<file path="src/rtl/sle_pkg.sv">
`default_nettype none

package sle_pkg;

  localparam int DEPTH = 16;
  localparam int CNT_W = $clog2(DEPTH + 1);
  localparam int VAL_W = 32;
  localparam int KIND_W = 3;
  localparam int STAT_W = 2;
  localparam int RCNT_W = 5;

  // command codes
  localparam logic [KIND_W-1:0] KIND_INSERT    = 3'd0;
  localparam logic [KIND_W-1:0] KIND_LIST_ASC  = 3'd1;
  localparam logic [KIND_W-1:0] KIND_LIST_DESC = 3'd2;
  localparam logic [KIND_W-1:0] KIND_REMOVE    = 3'd3;
  localparam logic [KIND_W-1:0] KIND_CLEAR     = 3'd4;

  // status codes
  localparam logic [STAT_W-1:0] STAT_OK       = 2'd0;
  localparam logic [STAT_W-1:0] STAT_EMPTY    = 2'd1;
  localparam logic [STAT_W-1:0] STAT_NOTFOUND = 2'd2;
  localparam logic [STAT_W-1:0] STAT_FULL     = 2'd3;

  typedef enum logic [2:0] {
    S_IDLE,
    S_INSERT,
    S_LIST,
    S_REMOVE,
    S_CLEAR
  } state_t;

  typedef enum logic [2:0] {
    OP_HOLD,
    OP_INSERT,
    OP_REMOVE,
    OP_ROT_L,
    OP_ROT_R
  } cell_op_t;

  typedef struct packed {
    cell_op_t                 op;
    logic signed [VAL_W-1:0]  key;
  } cell_ctrl_t;

  typedef struct packed {
    logic occupied;
    logic head;
    logic tail;
  } cell_pos_t;

  typedef struct packed {
    logic [KIND_W-1:0]        kind;
    logic signed [VAL_W-1:0]  value;
  } in_item_t;

  typedef struct packed {
    logic signed [VAL_W-1:0]  element;
    logic                     last;
    logic [STAT_W-1:0]        status;
    logic [RCNT_W-1:0]        removed_count;
  } out_item_t;

endpackage

`default_nettype wire

</file>
<file path="src/rtl/sle_cell.sv">
`default_nettype none

module sle_cell (
  input  wire logic                            clk,
  input  wire sle_pkg::cell_ctrl_t             ctrl,
  input  wire sle_pkg::cell_pos_t              pos,
  input  wire logic                            prev_gt,
  input  wire logic signed [sle_pkg::VAL_W-1:0] prev_val,
  input  wire logic signed [sle_pkg::VAL_W-1:0] next_val,
  input  wire logic signed [sle_pkg::VAL_W-1:0] head_val,
  input  wire logic signed [sle_pkg::VAL_W-1:0] tail_val,
  output logic signed [sle_pkg::VAL_W-1:0]      val,
  output logic                                  gt,
  output logic                                  eq
);

  logic signed [sle_pkg::VAL_W-1:0] val_r;
  logic signed [sle_pkg::VAL_W-1:0] val_nxt;

  assign val = val_r;
  // key sorts after this entry; in a sorted row this is a prefix
  assign gt  = pos.occupied && (ctrl.key > val_r);
  assign eq  = pos.occupied && (ctrl.key == val_r);

  always_comb begin
    val_nxt = val_r;
    case (ctrl.op)
      sle_pkg::OP_INSERT: begin
        // first cell not below the key takes it, later cells shift up
        if (!gt) begin
          val_nxt = prev_gt ? ctrl.key : prev_val;
        end
      end
      sle_pkg::OP_REMOVE: begin
        // drop the first match: everything from it onwards shifts down
        if (pos.occupied && !gt) begin
          val_nxt = next_val;
        end
      end
      sle_pkg::OP_ROT_L: begin
        if (pos.occupied) begin
          val_nxt = pos.tail ? head_val : next_val;
        end
      end
      sle_pkg::OP_ROT_R: begin
        if (pos.occupied) begin
          val_nxt = pos.head ? tail_val : prev_val;
        end
      end
      default: begin
        val_nxt = val_r;
      end
    endcase
  end

  always_ff @(posedge clk) begin
    val_r <= val_nxt;
  end

endmodule

`default_nettype wire

</file>
<file path="src/rtl/sorted_list_engine.sv">
`default_nettype none

// Sorted list of up to DEPTH signed 32-bit values, held in a row of cells
// that each keep one entry and pass it to a neighbour. A command is taken
// when start is high and busy low; its results appear one per cycle on
// out_data with out_strobe and must be captured then, as they cannot be
// held off. Insert and clear give their beat through the command state
// and then the registered out_strobe. Remove shifts out one matching
// entry per cycle, then gives one result beat. A list command streams one
// entry a cycle by rotating the row, one beat per occupied entry (one
// EMPTY beat when empty). Unused command codes are dropped without a result.
module sorted_list_engine (
  input  wire logic               clk,
  input  wire logic               rst_n,
  input  wire logic               start,
  output logic                    busy,
  input  wire sle_pkg::in_item_t  in_data,
  output logic                    out_strobe,
  output sle_pkg::out_item_t      out_data
);

  localparam int N = sle_pkg::DEPTH;
  localparam int CW = sle_pkg::CNT_W;

  sle_pkg::state_t    state_r, state_nxt;
  sle_pkg::in_item_t  cmd_r, cmd_nxt;
  logic [CW-1:0]      occ_r, occ_nxt;
  logic [CW-1:0]      cnt_r, cnt_nxt;
  logic [CW-1:0]      idx_r, idx_nxt;
  logic               out_strobe_r, out_strobe_nxt;
  sle_pkg::out_item_t out_data_r, out_data_nxt;

  sle_pkg::cell_ctrl_t             ctrl;
  logic signed [sle_pkg::VAL_W-1:0] vals [N];
  logic [N-1:0]                    gt_vec;
  logic [N-1:0]                    eq_vec;
  logic [N-1:0]                    tail_vec;
  logic signed [sle_pkg::VAL_W-1:0] tail_val;
  logic                            any_eq;
  logic                            accept;
  logic                            list_done;

  assign busy       = (state_r != sle_pkg::S_IDLE);
  assign accept     = start && !busy;
  assign out_strobe = out_strobe_r;
  assign out_data   = out_data_r;
  assign any_eq     = |eq_vec;
  assign list_done  = (occ_r == '0) || (idx_r == occ_r - CW'(1));

  // cell row
  for (genvar i = 0; i < N; i++) begin : g_cell
    sle_pkg::cell_pos_t pos;

    assign pos.occupied = (CW'(i) < occ_r);
    assign pos.head     = (i == 0);
    assign pos.tail     = (CW'(i) == occ_r - CW'(1));
    assign tail_vec[i]  = pos.tail;

    sle_cell u_cell (
      .clk      (clk),
      .ctrl     (ctrl),
      .pos      (pos),
      .prev_gt  ((i == 0) ? 1'b1 : gt_vec[(i == 0) ? 0 : i - 1]),
      .prev_val (vals[(i == 0) ? 0 : i - 1]),
      .next_val (vals[(i == N - 1) ? N - 1 : i + 1]),
      .head_val (vals[0]),
      .tail_val (tail_val),
      .val      (vals[i]),
      .gt       (gt_vec[i]),
      .eq       (eq_vec[i])
    );
  end

  // last occupied entry, one-hot select
  always_comb begin
    tail_val = '0;
    for (int i = 0; i < N; i++) begin
      tail_val = tail_val | (vals[i] & {sle_pkg::VAL_W{tail_vec[i]}});
    end
  end

  assign cmd_nxt = accept ? in_data : cmd_r;

  // next state
  always_comb begin
    state_nxt = state_r;
    case (state_r)
      sle_pkg::S_IDLE: begin
        if (accept) begin
          case (in_data.kind)
            sle_pkg::KIND_INSERT:    state_nxt = sle_pkg::S_INSERT;
            sle_pkg::KIND_LIST_ASC:  state_nxt = sle_pkg::S_LIST;
            sle_pkg::KIND_LIST_DESC: state_nxt = sle_pkg::S_LIST;
            sle_pkg::KIND_REMOVE:    state_nxt = sle_pkg::S_REMOVE;
            sle_pkg::KIND_CLEAR:     state_nxt = sle_pkg::S_CLEAR;
            default:                 state_nxt = sle_pkg::S_IDLE;
          endcase
        end
      end
      sle_pkg::S_INSERT: state_nxt = sle_pkg::S_IDLE;
      sle_pkg::S_CLEAR:  state_nxt = sle_pkg::S_IDLE;
      sle_pkg::S_LIST: begin
        if (list_done) begin
          state_nxt = sle_pkg::S_IDLE;
        end
      end
      sle_pkg::S_REMOVE: begin
        if (!any_eq) begin
          state_nxt = sle_pkg::S_IDLE;
        end
      end
      default: state_nxt = sle_pkg::S_IDLE;
    endcase
  end

  // datapath control and result beats
  always_comb begin
    ctrl.op        = sle_pkg::OP_HOLD;
    ctrl.key       = cmd_r.value;
    occ_nxt        = occ_r;
    cnt_nxt        = cnt_r;
    idx_nxt        = idx_r;
    out_strobe_nxt = 1'b0;
    out_data_nxt   = '0;
    case (state_r)
      sle_pkg::S_IDLE: begin
        if (accept) begin
          cnt_nxt = '0;
          idx_nxt = '0;
        end
      end
      sle_pkg::S_INSERT: begin
        out_strobe_nxt    = 1'b1;
        out_data_nxt.last = 1'b1;
        if (occ_r == CW'(N)) begin
          out_data_nxt.status = sle_pkg::STAT_FULL;
        end else begin
          ctrl.op             = sle_pkg::OP_INSERT;
          occ_nxt             = occ_r + CW'(1);
          out_data_nxt.status = sle_pkg::STAT_OK;
        end
      end
      sle_pkg::S_LIST: begin
        out_strobe_nxt = 1'b1;
        if (occ_r == '0) begin
          out_data_nxt.last   = 1'b1;
          out_data_nxt.status = sle_pkg::STAT_EMPTY;
        end else begin
          out_data_nxt.status = sle_pkg::STAT_OK;
          out_data_nxt.last   = list_done;
          idx_nxt             = idx_r + CW'(1);
          // a full turn of the occupied cells leaves the row as it was
          if (cmd_r.kind == sle_pkg::KIND_LIST_ASC) begin
            out_data_nxt.element = vals[0];
            ctrl.op              = sle_pkg::OP_ROT_L;
          end else begin
            out_data_nxt.element = tail_val;
            ctrl.op              = sle_pkg::OP_ROT_R;
          end
        end
      end
      sle_pkg::S_REMOVE: begin
        if (any_eq) begin
          // matches sit together, one leaves per cycle
          ctrl.op = sle_pkg::OP_REMOVE;
          occ_nxt = occ_r - CW'(1);
          cnt_nxt = cnt_r + CW'(1);
        end else begin
          out_strobe_nxt             = 1'b1;
          out_data_nxt.last          = 1'b1;
          out_data_nxt.removed_count = sle_pkg::RCNT_W'(cnt_r);
          if (cnt_r != '0) begin
            out_data_nxt.status = sle_pkg::STAT_OK;
          end else if (occ_r == '0) begin
            out_data_nxt.status = sle_pkg::STAT_EMPTY;
          end else begin
            out_data_nxt.status = sle_pkg::STAT_NOTFOUND;
          end
        end
      end
      sle_pkg::S_CLEAR: begin
        out_strobe_nxt      = 1'b1;
        out_data_nxt.last   = 1'b1;
        out_data_nxt.status = (occ_r == '0) ? sle_pkg::STAT_EMPTY : sle_pkg::STAT_OK;
        occ_nxt             = '0;
      end
      default: begin
        ctrl.op = sle_pkg::OP_HOLD;
      end
    endcase
  end

  always_ff @(posedge clk) begin
    if (!rst_n) begin
      state_r      <= sle_pkg::S_IDLE;
      occ_r        <= '0;
      cnt_r        <= '0;
      idx_r        <= '0;
      out_strobe_r <= 1'b0;
    end else begin
      state_r      <= state_nxt;
      occ_r        <= occ_nxt;
      cnt_r        <= cnt_nxt;
      idx_r        <= idx_nxt;
      out_strobe_r <= out_strobe_nxt;
    end
  end

  always_ff @(posedge clk) begin
    cmd_r      <= cmd_nxt;
    out_data_r <= out_data_nxt;
  end

`ifndef ASSERT_OFF
  a_occ_bound: assert property (@(posedge clk) disable iff (!rst_n)
    occ_r <= CW'(N))
    else $error("occupancy beyond depth");

  a_full_keeps: assert property (@(posedge clk) disable iff (!rst_n)
    (state_r == sle_pkg::S_INSERT && occ_r == CW'(N)) |=> occ_r == $past(occ_r))
    else $error("insert into full list changed occupancy");

  a_remove_shrinks: assert property (@(posedge clk) disable iff (!rst_n)
    (state_r == sle_pkg::S_REMOVE) |=> occ_r <= $past(occ_r))
    else $error("remove grew the list");

  a_last_frees: assert property (@(posedge clk) disable iff (!rst_n)
    (out_strobe && out_data.last) |-> !busy)
    else $error("final beat while still busy");

  a_stream_only_list: assert property (@(posedge clk) disable iff (!rst_n)
    (out_strobe && !out_data.last) |-> state_r == sle_pkg::S_LIST)
    else $error("non-final beat outside a list command");
`endif

endmodule

`default_nettype wire
</file>
<file path="config.mk">
export PLATFORM = sky130hd
export DESIGN_NAME = sorted_list_engine
export DESIGN_NICKNAME = d
export VERILOG_FILES = /design/src/rtl/sle_pkg.sv /design/src/rtl/sle_cell.sv /design/src/rtl/sorted_list_engine.sv
export SDC_FILE = /design/constraint.sdc
export NUM_CORES = 2
export LEC_CHECK = 0
export ABC_CLOCK_PERIOD_IN_PS = 4850
export BUFFER_PORTS_ARGS = -buffer_cell sky130_fd_sc_hd__clkbuf_2
export CAP_MARGIN = 20
export CORE_ASPECT_RATIO = 2
export CORE_UTILIZATION = 35
export DETAILED_ROUTE_END_ITERATION = 6
export PLACE_DENSITY_LB_ADDON = 0.25
export SKIP_CTS_REPAIR_TIMING = 1
export SYNTH_ARGS = -nofsm -noshare
export SYNTH_HDL_FRONTEND = slang
export SYNTH_SLANG_ARGS = --single-unit
</file>
<file path="constraint.sdc">
create_clock -name clk -period 4.85 [get_ports clk]
set_clock_uncertainty 0.05 [all_clocks]
set_input_delay 0.485 -clock clk [delete_from_list [all_inputs] [get_ports clk]]
set_output_delay 0.485 -clock clk [all_outputs]
set_load 0.01 [all_outputs]
</file>
== Word-level counts from Yosys, hierarchy flattened ==
Cells that the tools add are included.
Operators by class
  order comparisons: 32
  shifts and indexed selects: 0
  eq/ne operators: 117
  add/subtract/negate cells: 4
  $mul: 0
  mux-type cells: 138
  divide/modulo/power cells: 0
  bitwise logic cells: 33
  reduce and logical (&&, ||, !) cells: 101
Operator list (count)
  $mux 32: 95
  $pmux 32 s4: 15
  $and 32x32->32: 16
  $eq 32x32->1: 16
  $gt 32x32->1: 16
  $or 32x32->32: 15
  $ne 2x1->1 const B: 48
  $pmux 32 s3: 1
  $reduce_and 5->1: 15
  $logic_and 1x1->1: 48
  $ne 2x2->1 const B: 23
  $eq 4x5->1 const A: 8
  $lt 4x5->1 const A: 8
  $mux 5: 5
  $pmux 3 s4: 2
  $eq 3x5->1 const A: 4
  $lt 3x5->1 const A: 4
  $pmux 5 s2: 2
  $eq 3x2->1 const B: 6
  $mux 3: 6
  $pmux 3 s3: 2
  $reduce_or 17->1: 1
  $logic_not 1->1: 16
  $reduce_or 16->1: 1
  27 further kinds: 52
Storage, ports and cells
  memories kept: 0
  word-level logic and storage cells: 452
  bits in writable memories: 0
  bits in registers: 606
  bits in latches: 0
  memory bits (read-only): 0
  output and inout bits: 42
  input bits: 38

== Longest topological paths before layout ==
  depth after elaboration: 20
  gate-level depth with buffers: 15
  mapped depth without buffers: 10

== By module ==
Synthesis repeated with hierarchy kept, for this count alone.
Unflattened totals
  cell total of the unflattened synthesis: 6524
  area total of the unflattened synthesis: 63261.9 µm²
Modules (own cells, without submodules)
  sle_cell at g_cell[0].u_cell ...: sequential area each 960.9 µm², area each 3434.5 µm², times used 12, cells each 346
  sle_cell at g_cell[6].u_cell ...: sequential area each 960.9 µm², area each 3462.1 µm², times used 4, cells each 350
  sorted_list_engine: sequential area each 2232.1 µm², area each 8199.1 µm², times used 1, cells each 972

== Worst setup path after synthesis ==
No wires, ideal clock.
  path type: register to register
  from: reg cmd_r[11] (netlist bit)
  to: reg g_cell[4].u_cell.val_r (netlist bit g_cell[4].u_cell.val[0]), enable pin
  clock period less this slack: 5.091 ns
  buffers on the path: 1
  arrival time: 4.609 ns
  required time: 4.368 ns
  stages on the path, launching flop included: 11
  slack: -0.241 ns
  library setup time: 0.432 ns
  cells stage by stage: edfxtp_1 -> ha_1 -> a21oi_1 -> o21ai_0 -> a221o_1 -> a221oi_1 -> o211a_1 -> mux2i_2 -> clkbuf_1 -> o22ai_1 -> a21oi_1
Between the ends
  cells in the longest elaborated chain, start to end: 8
  elaborated cells between the ends (all ways): 49
  classes of those cells: order compare (1); eq/ne (24); mux (2); reduce/logical (22)
Ends and longest elaborated chain
  start, declared: RTL line sorted_list_engine.sv:26  | sle_pkg::in_item_t cmd_r, cmd_nxt;
  start signal, assigned: RTL line sorted_list_engine.sv:210  | cmd_r <= cmd_nxt;
  $eq 32x32->1: RTL line sle_cell.sv:23  | assign eq = pos.occupied && (ctrl.key == val_r);
  $logic_and 1x1->1: RTL line sle_cell.sv:23
  $reduce_or 16->1: RTL line sorted_list_engine.sv:47  | assign any_eq = |eq_vec;
  $mux 2: RTL line sorted_list_engine.sv:163  | if (any_eq) begin
  $pmux 3 s3: RTL line sorted_list_engine.sv:125  | case (state_r)
  $eq 3x3->1 (tied with other cells): RTL line sle_cell.sv:27  | case (ctrl.op)
  $ne 2x1->1 (no line) (tied with other cells)
  $reduce_and 5->1 (no line) *
  end signal, assigned: RTL line sle_cell.sv:57  | val_r <= val_nxt;
  end, declared: RTL line sle_cell.sv:17  | logic signed [sle_pkg::VAL_W-1:0] val_r;
Every way passes the cells marked *; elsewhere a longest branch is shown, timed or not.
A chain may end at the register's enable or synchronous reset.

== Final worst setup path ==
  from: reg cmd_r[10] (netlist bit)
  to: reg g_cell[7].u_cell.val_r (netlist bit g_cell[7].u_cell.val[8]) (data pin)
Between the ends
  cells in the longest elaborated chain, start to end: 7
  elaborated cells between the ends (all ways): 44
  classes of those cells: order compare (1); eq/ne (20); mux (5); reduce/logical (18)
Ends and longest elaborated chain
  $eq 32x32->1: RTL line sle_cell.sv:23
  $logic_and 1x1->1: RTL line sle_cell.sv:23
  $reduce_or 16->1: RTL line sorted_list_engine.sv:47
  $mux 2: RTL line sorted_list_engine.sv:163
  $pmux 3 s3: RTL line sorted_list_engine.sv:125
  $eq 3x3->1 (tied with other cells): RTL line sle_cell.sv:27
  $pmux 32 s4 *: RTL line sle_cell.sv:27
  named net g_cell[7].u_cell.val_nxt (one bit): RTL line sle_cell.sv:18  | logic signed [sle_pkg::VAL_W-1:0] val_nxt;
  end signal, assigned: RTL line sle_cell.sv:57
  end, declared: RTL line sle_cell.sv:17
The timed path passes the listed nets; every way through them passes the cells marked *. The select of a mux whose other input is x is not followed.

==> results.md <==
- Dpl hpwl: 290 mm
- CP required: 5.25 ns
- Register Area: 17,600 um2
- FF+latch count, synth: 606
- Tmin final: 4.87 ns
- Layout Utilization: 41.5%
- IO Pins: 80
- I/O Buffers: 79
- Clk pwr share: 40.9%
- WL/cell: 45.8 um
- Remaining DRCs: 13
- Power Density: 207 nW/um2
- Ys Warns: 0
- Switching share of power: 32.1%
- Area of the multi-input gates: 37,300 um2
- Final instance area: 69,400 um2
- Most used cell, CP: buf_4
- Vias in the first global route: 61,500
- Cells after Synth: 6,401
- Post-synth cell types: 85
- Cts bufs inserted: 69
- Met3 Usage GRT: 14.0%
- Initial DRC Count: 9,542
- Xor/xnor share of the synthesized area: 0.223%
- Routed WL: 407 mm
- TritonCTS clock tree: yes
- Clk_lat worst skew: 0.72 ns
- NumNets Final: 7,221
- EDFF count, synth: 547
- Global route overflow: 0
- Critical Path AT: 5.27 ns
- R2r startpoint: cmd_r[10]
- Max FO, Critical Path: 12
- First-pass GRT wire length: 541 mm
- Lkg Pwr: 28.6 nW
- Antenna violations before repair: 43
- Crit path largest cell delay: 0.82 ns
- Max cap viols: 0
- Placed cell areas: 66,600 um2
- Clock slew at reported path FFs: 0.07 ns
- Cell-internal power: 0.00978 W
- Routability cong.: 1.08
- Fmax: 205 MHz
- Met1 usage: 47.2%
- CP max-delay cell: nor3_1
- Hold_sp: in_data[0]
- Post-synthesis simple-gate area fraction: 10.6%
- Hold crit path type: input pin to flop
- RSZ-0062 raised after global routing: no
- Vias: 64,900
- Crit path cell chain: ha_1 -> nand4_1 -> nor3_1 -> buf_4 -> o221ai_1 -> buf_4 -> o211ai_1 -> mux2i_4 -> buf_4 -> mux2i_1 -> o221ai_2
- Adder-cell share of the synthesized area: 11.1%
- Main combinational cell family by area after synthesis: compound AO/OA/AOI/OAI gates
- Post-synthesis cell area: 59,000 um2
- Worst Setup End Kind: flop
- Buffer and inverter count on the worst path: 3
- Max Transition Viols Final: 0
- Die W: 292 um
- Sw power: 0.00462 W
- Worst setup SP type: flop
- Vias/cell: 7.30
- Clk buf depth: 3
- GRT Total Usage: 46.6%
- Crit path kind: flop to flop
- Max VDD drop: 0.000273 V
- Mux share of post-synthesis cell area: 8.08%
- Final setup TNS: -0.0438 ns
- Final WS setup: -0.0223 ns
- Gr busiest metal: met2
- Largest net degree at the start of global routing: 163
- Std cell rows: 212
- Filler instances: 16,600
- Die Ht: 583 um
- Die area: 170,000 um2
- Post-Syn Area per Cell: 9.22 um2
- Asr flop ratio synth: 0%
- Main synth FF type: edfxtp_1
- WHS: 0.0103 ns
- Layout cells sized above 1: 19.3%
- Failing checks: design-rule violations, negative setup slack
- Compound-Gate Fraction of Synth Area: 32.3%
- CP delay by family, top: simple AND/OR/NAND/NOR gates
- Root Driver: clkbuf_16
- Relative slew slack: 13.9%
- H-tree Lvls: 3
- Flop pwr share: 40.5%
- Seq/Total Area, Yosys: 29.8%
- Initial Utilization: 35.3%
- Core Area: 167,000 um2
- Final hold vios: 0
- Outcome: complete, but fails checks
- Grt met2 use: 72.2%
- Total design power: 0.0144 W
- Final setup vio count: 4
- Period utilization: 100%
- TritonRoute pass-1 iters: 7
- Comb power frac: 18.6%
- Synth Net Count: 6,961
- Crit. Startpoint: cmd_r[10]
- Worst-Margin Slew: 1.28 ns
- Clk sinks: 606
- Final ANT Viol Nets: 0
- Synthesis-to-layout area growth: 17.6%
[power groups by stage]
stage | clock network [W] | logic [W] | registers [W]
floorplan | 0 | 0.00122 | 0.00599
global placement | 0 | 0.00249 | 0.00595
detailed placement | 0 | 0.00251 | 0.00595
CTS | 0.00586 | 0.00252 | 0.00583
global route | 0.00597 | 0.00275 | 0.00584
finish | 0.00588 | 0.00268 | 0.00583
[per-layer routing]
metal	vias up	wire length, um
met5	-	149
met1	31400	126000
met2	5476	179000
met4	24	57700
met3	2293	44300
li1	25600	-
[state kept, by name (all words and copies together) (netlist names)]
name / flops
g_cell.u_cell.val: 512
cmd_r: 35
occ_r: 5
idx_r: 5
state_r: 3
out_strobe: 1
out_data: 40
cnt_r: 5
[worst paths after layout]
| kind | to | slack, ns | depth (start not counted) |
|---|---|---|---|
| setup / recovery | g_cell[7].u_cell.val[8] | -0.02 | 11 |
| hold / removal | cmd_r[0] | 0.01 | 1 |
| setup reg to reg | g_cell[7].u_cell.val[8] | -0.02 | 11 |
| hold reg to reg | cnt_r[4] | 0.46 | 2 |
[cells in the final DEF, fill, tap and decap left out, drive strengths merged, types with 62 or more instances in the layout]
| cell | n |
|---|---|
| a21o | 75 |
| a21oi | 274 |
| a221oi | 62 |
| a22o | 90 |
| a22oi | 202 |
| buf | 658 |
| clkbuf | 172 |
| edfxtp | 547 |
| ha | 522 |
| inv | 525 |
| mux2i | 469 |
| nand2 | 830 |
| nand3 | 85 |
| nand4 | 150 |
| nor2 | 98 |
| o211ai | 654 |
| o21ai | 284 |
| o221ai | 442 |
[stage by stage]
step / cells / setup slack [ns]
after global placement: 8686 / -0.501
after CTS: 8815 / -0.240
after global routing: 8858 / 0.0262
after floorplan: 6401 / -0.0834
final: 8885 / -0.0223
after detailed placement: 8689 / -0.240
[worst reg2reg max path: cells and delay by family (launching register included)]
kind / cells / cell delay (ns)
muxes: 2 / 0.86
buffers and inverters: 3 / 0.88
and+or+nand+nor: 2 / 1.30
DFF: 1 / 0.70
AOI/OAI and AO/OA: 3 / 0.41
adders and majority gates: 1 / 0.45
[layout make-up]
| cell class | count | share of cell area (%) |
|---|---|---|
| diodes | 29 | 0.105 |
| repair buffers | 758 | 10.8 |
| clock inverters | 34 | 0.489 |
| clock buffers | 92 | 2.86 |
| inverters | 522 | 2.82 |
| flip-flops and latches | 606 | 25.4 |
| well taps | 2140 | 3.86 |
| multi-input cells | 4704 | 53.7 |
[synthesized netlist by cell type, drive strengths merged, types with 14 or more instances]
master | count | area share, %
nor3 | 54 | 0.48
and3 | 16 | 0.17
a22oi | 202 | 2.6
and2 | 15 | 0.16
clkbuf | 329 | 2.1
inv | 522 | 3.3
a211oi | 32 | 0.41
nand3 | 85 | 0.72
o21a | 19 | 0.24
a21oi | 274 | 2.3
dfxtp | 59 | 2.0
nor2 | 98 | 0.64
a221o | 54 | 0.92
nand2b | 14 | 0.15
a31oi | 28 | 0.30
edfxtp | 547 | 28
nor4 | 38 | 0.42
ha | 522 | 11
o22ai | 44 | 0.47
o211ai | 654 | 8.3
o221ai | 442 | 10
buf | 240 | 2.5
nand2 | 830 | 5.3
mux2i | 469 | 8.0
o21ai | 284 | 2.4
nor2b | 21 | 0.22
a221oi | 62 | 0.93
a21o | 75 | 0.95
a22o | 90 | 1.3
nand4 | 150 | 1.6
[cells by family after synthesis]
| logic type | after synthesis |
|---|---|
| compound gates | 2321 |
| simple gates | 1372 |
| buf+inv | 1091 |
| flops | 606 |
| fa+ha+maj | 522 |
| mux | 474 |
| xor+xnor | 15 |
Power figures use the tool's default switching activity.
